$ cat config.mk
export PLATFORM = sky130hd
export DESIGN_NAME = bba_shift_mul
export DESIGN_NICKNAME = d
export VERILOG_FILES = /design/src/rtl/bba_shift_mul.sv
export SDC_FILE = /design/constraint.sdc
export NUM_CORES = 1
export LEC_CHECK = 0
export BUFFER_PORTS_ARGS = -buffer_cell sky130_fd_sc_hd__buf_2
export CAP_MARGIN = 20
export CORE_ASPECT_RATIO = 0.9
export CORE_UTILIZATION = 53
export CTS_BUF_LIST = sky130_fd_sc_hd__clkbuf_2
export CTS_CLUSTER_DIAMETER = 50
export DETAILED_ROUTE_END_ITERATION = 8
export PLACE_DENSITY_LB_ADDON = 0.1
export SLEW_MARGIN = 20
export SYNTH_ARGS = -nofsm -noshare
export SYNTH_HDL_FRONTEND = slang
export SYNTH_SLANG_ARGS = --single-unit
$ cat constraint.sdc
create_clock -name clock -period 2.6 [get_ports clock]
set_input_delay 0.65 -clock clock [delete_from_list [all_inputs] [get_ports clock]]
set_output_delay 0.65 -clock clock [all_outputs]
set_load 0.005 [all_outputs]
$ cat src/rtl/bba_shift_mul.sv
// Shared shift-and-add multiplier for block offsets, one bit per cycle.
// Depends on nothing; operand widths are parameters.
module bba_shift_mul #(
   parameter int A_W = 10,
   parameter int B_W = 25,
   parameter int P_W = 25
) (
   input  logic           clock,
   input  logic           reset,
   input  logic           start,
   input  logic [A_W-1:0] op_a,
   input  logic [B_W-1:0] op_b,
   output logic           busy,
   output logic [P_W-1:0] product
);
   logic [A_W-1:0] a_ff, a_in;
   logic [P_W-1:0] b_ff, b_in;
   logic [P_W-1:0] p_ff, p_in;
   logic           busy_ff, busy_in;

   // While busy, each cycle adds the shifted multiplicand when the low multiplier bit is set.
   always_comb begin
      a_in    = a_ff;
      b_in    = b_ff;
      p_in    = p_ff;
      busy_in = busy_ff;
      if (start) begin
         a_in    = op_a;
         b_in    = P_W'(op_b);
         p_in    = '0;
         busy_in = 1'b1;
      end else if (busy_ff) begin
         if (a_ff[0]) begin
            p_in = p_ff + b_ff;
         end
         a_in = a_ff >> 1;
         b_in = b_ff << 1;
         if (a_ff[A_W-1:1] == '0) begin
            busy_in = 1'b0;
         end
      end
   end

   always_ff @(posedge clock) begin
      if (reset) begin
         busy_ff <= 1'b0;
      end else begin
         busy_ff <= busy_in;
      end
      a_ff <= a_in;
      b_ff <= b_in;
      p_ff <= p_in;
   end

   assign busy    = busy_ff;
   assign product = p_ff;
endmodule

**Yosys cells after proc, flatten, opt, wreduce, memory -nomap -nowiden**

Cells that the tools add are included.

- Register bits: 61
- Bits of input ports: 38
- Output and inout port bits: 26

- $add $sub $neg: 1
- Multiplexer cells: 7
- Reduce and logical (&&, ||, !) cells: 3

Operators with widths:

| kind | count |
|---|---|
| $mux W25 | 2 |
| $add A25 B25 Y25 | 1 |
| $mux W10 | 2 |
| $logic_not A9 Y1 | 1 |
| $mux W1 | 3 |
| $reduce_and A2 Y1 | 1 |
| $reduce_bool A2 Y1 | 1 |

**Logic depth before layout (Yosys ltp)**

- Depth after elaboration: 4
- Depth in mapped cells: 9
- Depth with buffers taken out: 9

**Worst setup path after synthesis**

Ideal clock, no wire load.

- Path type: reg2reg
- Start point: register b_ff[0]
- End point: register p_ff[24], in the netlist product[24]
- Arrival: 2400 ps
- Slack: 137 ps
- Stages on the path, launching flop included: 10
- Period minus slack after synthesis: 2463 ps
- Path through: edfxtp_1 > ha_1 > fa_1 > a211oi_2 > nor2_1 > a221o_1 > o2111ai_2 > nand2_2 > a221o_1 > nand4_1

- Longest elaborated chain between the ends: 1

RTL lines:

| what | line | text |
|---|---|---|
| start, declared | 17 | `logic [P_W-1:0] b_ff, b_in;` |
| start signal, assigned | 51 | `b_ff <= b_in;` |
| $add A25 B25 Y25 | 34 | `p_in = p_ff + b_ff;` |
| end signal, assigned | 52 | `p_ff <= p_in;` |
| end, declared | 18 | `logic [P_W-1:0] p_ff, p_in;` |

No other way between the ends.
A chain may end at the register's enable or synchronous reset.

**Worst setup path in the final report**

Ends and elaborated chain as after synthesis.

==> summary.md <==
| Metric | Value |
|---|---|
| Data required time at the worst endpoint | 3.07 ns |
| Fraction of layout cells with a size suffix above 1 | 30.2% |
| Highest routed layer | met4 |
| Pin count of the biggest net entering global routing | 41 |
| All-layer global routing usage | 25.0% |
| Crit path from | b_ff[0]$_SDFFCE_PN0P_ |
| Area growth from synthesis to layout | 14.4% |
| Routed length on met1 | ~4100 um |
| Maximum net fanout on the critical path | 4 |
| Maximum achievable frequency | 395 MHz |
| CP max-delay cell | sky130_fd_sc_hd__edfxtp_1 |
| Row Count | 28 |
| Capture point of the worst path | product[24]$_SDFFE_PP0P_ |
| Post-Route Skew | about 0.030 ns |
| Synth Area per Inst | 9.85 um^2 |
| Number of nets with antenna violations after detailed routing | 0 |
| Final wirelength | 8900 um |
| Initial cell density of the core | 56.4% |
| Kind of end point of the critical path | register |
| Class of the tightest hold or removal check | input pin to register |
| Share of synthesized flip-flops with an asynchronous set or reset | 0% |
| Finish-stage setup viols | 0 |
| Cell family with most CP delay | compound AO/OA/AOI/OAI gates |
| Period utilisation layout | 97.4% |
| RePlAce Congestion | 0.878 |
| Routed wl met3 | about 750 um |
| Crit path DAT | 3.00 ns |
| Via/cell ratio | between 5 and 6 |
| Gate count after technology mapping | 387 |
| Number of detailed-routing iterations run before antenna repair | 5 |
| Clock root buffer master | sky130_fd_sc_hd__clkbuf_2 |
| Filler Cells Inserted | 597 |
| Number of global-route vias before repair | 3033 |
| Worst setup slack for register-to-register paths | 0.07 ns |
| Clk Latency, worst-skew pair | 0.54 ns |
| Headroom to the max-slew limit | 40.0% |
| # H-tree levels | 3 |
| Cell repeated most along the worst path | sky130_fd_sc_hd__a221o_1 |
| Hold slack final | around 0.26 ns |
| Multi-input gate area in the final layout | 2180 um^2 |
| Logic depth of the worst path, buffers included | 9 |
| Antenna violations before repair | 0 |
| Status | finished, final reports clean |
| Estimated wirelength of the detail-placed design | 6400 um |
| Vias after detailed routing | 3252 |
| Placeable core region | 6760 um^2 |
| Total number of nets in the final design | 512 |
| RSZ-0062 raised after global routing | true |
| Number of synthesized register bits | 61 |
| Overall power | 0.00240 W |
| Endpoint of the most critical register-to-register path | product[24]$_SDFFE_PP0P_ |
| Count of synthesis-stage warnings from yosys | 0 |
| Total of buffers placed on input and output ports | 63 |
| Ports | 64 |
| Average wire length per cell after detail routing | between 15 and 20 um |
| Leakage | roughly 1.8 nW |
| Total clock sinks | 61 |
| 1st-iter DRT viols | 252 |
| Cell-by-cell listing of the critical path | ha_2 -> fa_2 -> a211oi_4 -> nor2_1 -> a221o_1 -> o2111ai_2 -> nand2_2 -> a221o_1 -> nand4_1 |
| CP Class | register to register |
| TritonCTS clock tree | done |
| Power Density | 549 nW/um^2 |
| Type of element launching the critical path | register |
| Setup TNS | 0 ns |
| Floorplan die height | 82.5 um |
| Number of flops mapped to enable cells by yosys | 35 |
| Cell variety after synth | 52 |
| TritonCTS buffer count | 9 |
| Global-route wire length before repair | about 15000 um |
| Final Max Tran Viols | 0 |
| Measured slew at the worst slew-check pin | 0.900 ns |
| Post-CTS clock slew at the launch and capture registers of the worst setup and hold paths | 0.19 ns |
| Number of cells traversed by the worst register-to-register path | 9 |
| Post-synthesis instance area | between 3000 and 4000 um^2 |
| Hold Violations, Final | 0 |
| Worst supply voltage drop on vdd | 0.370 mV |
| Width of the chip | 91.4 um |
| Met2 routed WL | 3930 um |
| Area occupied by registers | 1570 um^2 |
| Count of antenna diodes in the layout | 0 |
| Worst reg2reg path startpoint | b_ff[0]$_SDFFCE_PN0P_ |
| Largest stage delay, worst path | 0.43 ns |
| Leftover overflow at the end of global routing | 0 |
| Max clock buf depth | 2 |
| Max_cap viols | 0 |
| Min Clock Period, post-route | 2.53 ns |
| DIE AREA | ~7500 um^2 |
| Residual DRC | 0 |
| Most instantiated flip-flop cell in the synthesis netlist | sky130_fd_sc_hd__edfxtp_1 |
| Mapped Nets | 450 |
| Post-CTS Hold Buffers | 0 |
| Proportion of synthesized chip area in sequential cells | between 40% and 50% |
| Count of buffer and inverter cells on the critical path | 0 |
[routing by layer]
metal / vias to the layer above / track usage, %
met1: 1529 / 33.0
met4: 0 / 8.73
li1: 1587 / -
met5: - / 0
met3: 13 / 6.32
met2: 123 / 40.2
[cell usage after synthesis, drive strengths merged (2+ instances only)]
cell type	count	area (um^2)
nand2	42	160
a21oi	39	199
edfxtp	35	1050
mux2	34	383
dfxtp	26	521
ha	24	300
clkbuf	17	63.8
nand3	17	85.1
nor2	15	56.3
o21ai	15	75.1
nor3	12	60.1
a21o	9	67.6
xnor2	9	78.8
and2	8	50.1
and3	7	43.8
nand4	6	37.5
o21bai	6	45.0
buf	5	26.3
inv	5	18.8
o211ai	5	37.5
o21a	5	37.5
a211oi	4	35.0
a2111oi	3	26.3
a221o	3	30.0
mux2i	3	30.0
nor2b	3	18.8
a2111o	2	22.5
a311o	2	20.0
a32oi	2	17.5
nand3b	2	15.0
nor4	2	12.5
nor4b	2	17.5
o31ai	2	15.0
o41ai	2	17.5
or4	2	15.0
or4b	2	20.0
[cells in the final DEF (no fill, tap or decap), types with 3 or more instances in the layout]
master,Yosys,layout
sky130_fd_sc_hd__a221o_1,3,3
sky130_fd_sc_hd__nor2b_1,3,3
sky130_fd_sc_hd__nand2_1,41,41
sky130_fd_sc_hd__and3_1,7,7
sky130_fd_sc_hd__buf_4,0,10
sky130_fd_sc_hd__a21oi_1,38,36
sky130_fd_sc_hd__o21a_1,5,5
sky130_fd_sc_hd__o21bai_1,6,5
sky130_fd_sc_hd__mux2i_1,3,3
sky130_fd_sc_hd__xnor2_1,9,9
sky130_fd_sc_hd__nor3_1,12,11
sky130_fd_sc_hd__clkbuf_2,0,10
sky130_fd_sc_hd__o21ai_1,4,4
sky130_fd_sc_hd__nand4_1,6,6
sky130_fd_sc_hd__and2_1,8,8
sky130_fd_sc_hd__clkinvlp_4,0,3
sky130_fd_sc_hd__nand3_1,17,16
sky130_fd_sc_hd__a21oi_2,1,3
sky130_fd_sc_hd__nor2_1,15,15
sky130_fd_sc_hd__edfxtp_1,35,35
sky130_fd_sc_hd__mux2_2,33,33
sky130_fd_sc_hd__ha_1,24,23
sky130_fd_sc_hd__buf_2,0,63
sky130_fd_sc_hd__a21o_1,9,9
sky130_fd_sc_hd__o21ai_0,11,11
sky130_fd_sc_hd__inv_1,5,5
sky130_fd_sc_hd__dfxtp_1,26,26
sky130_fd_sc_hd__o211ai_1,5,5
[cell families after synthesis]
| group | share of synthesized area (%) |
|---|---|
| and+or+nand+nor | 16.1 |
| DFF | 41.2 |
| xor gates and xnor gates | 2.30 |
| AOI/OAI and AO/OA | 18.3 |
| muxes | 10.8 |
| buffers and inverters | 2.85 |
| adders and majority gates | 8.40 |
[layout make-up]
| cell class | count | share of cell area (%) |
|---|---|---|
| clock buffers | 10 | 1.15 |
| multi-input cells | 299 | 49.9 |
| flip-flops and latches | 61 | 36.0 |
| well taps | 90 | 2.58 |
| inverters | 5 | 0.430 |
| clock inverters | 6 | 0.918 |
| repair buffers | 73 | 8.95 |
[sequential cells by signal, summed over array words and instances, names as in the netlist]
name     flops
b_ff        25
product     25
busy         1
a_ff        10
[worst min-delay path by stage]
stage	startpoint	endpoint	slack, ns	cells past startpoint
6_report	reset	busy$_SDFF_PP0_	0.26	2
5_1_grt	reset	busy$_SDFF_PP0_	0.22	2
4_1_cts	reset	busy$_SDFF_PP0_	0.24	2
3_5_place_dp	product[6]$_SDFFE_PP0P_	product[6]$_SDFFE_PP0P_	0.46	2
3_3_place_gp	product[6]$_SDFFE_PP0P_	product[6]$_SDFFE_PP0P_	0.46	2
2_1_floorplan	product[14]$_SDFFE_PP0P_	product[14]$_SDFFE_PP0P_	0.46	2
[per-stage QoR]
step / cell area [um^2] / setup WS, ns / cells / utilization, %
final: 4360 / 0.0672 / 544 / 64.5
after global routing: 4360 / -0.0514 / 544 / 64.5
after CTS: 4330 / 0.00765 / 544 / 64.0
after detailed placement: 4220 / -0.0774 / 527 / 62.4
after global placement: 4220 / 0.0267 / 527 / 62.4
after floorplan: 3810 / 0.137 / 387 / -
[timing repair]
| item | in CTS | in global routing |
|---|---|---|
| resized for setup | 3 | 8 |
| cloned | 0 | 0 |
| pin swaps | 2 | 6 |
| endpoints found under the setup margin | 7 | 12 |
| buffers inserted | 1 | 0 |
| endpoints found under the hold margin | 0 | 0 |
[where the power goes]
| part | leakage (nW) | internal, W | switching, W |
|---|---|---|---|
| registers | 0.566 | 0.00113 | 0.0000666 |
| clock network | 0.0516 | 0.000125 | 0.000387 |
| logic | 1.23 | 0.000302 | 0.000385 |
| total | 1.84 | 0.00156 | 0.000839 |
Note: power is estimated with default switching activity, not from simulation.
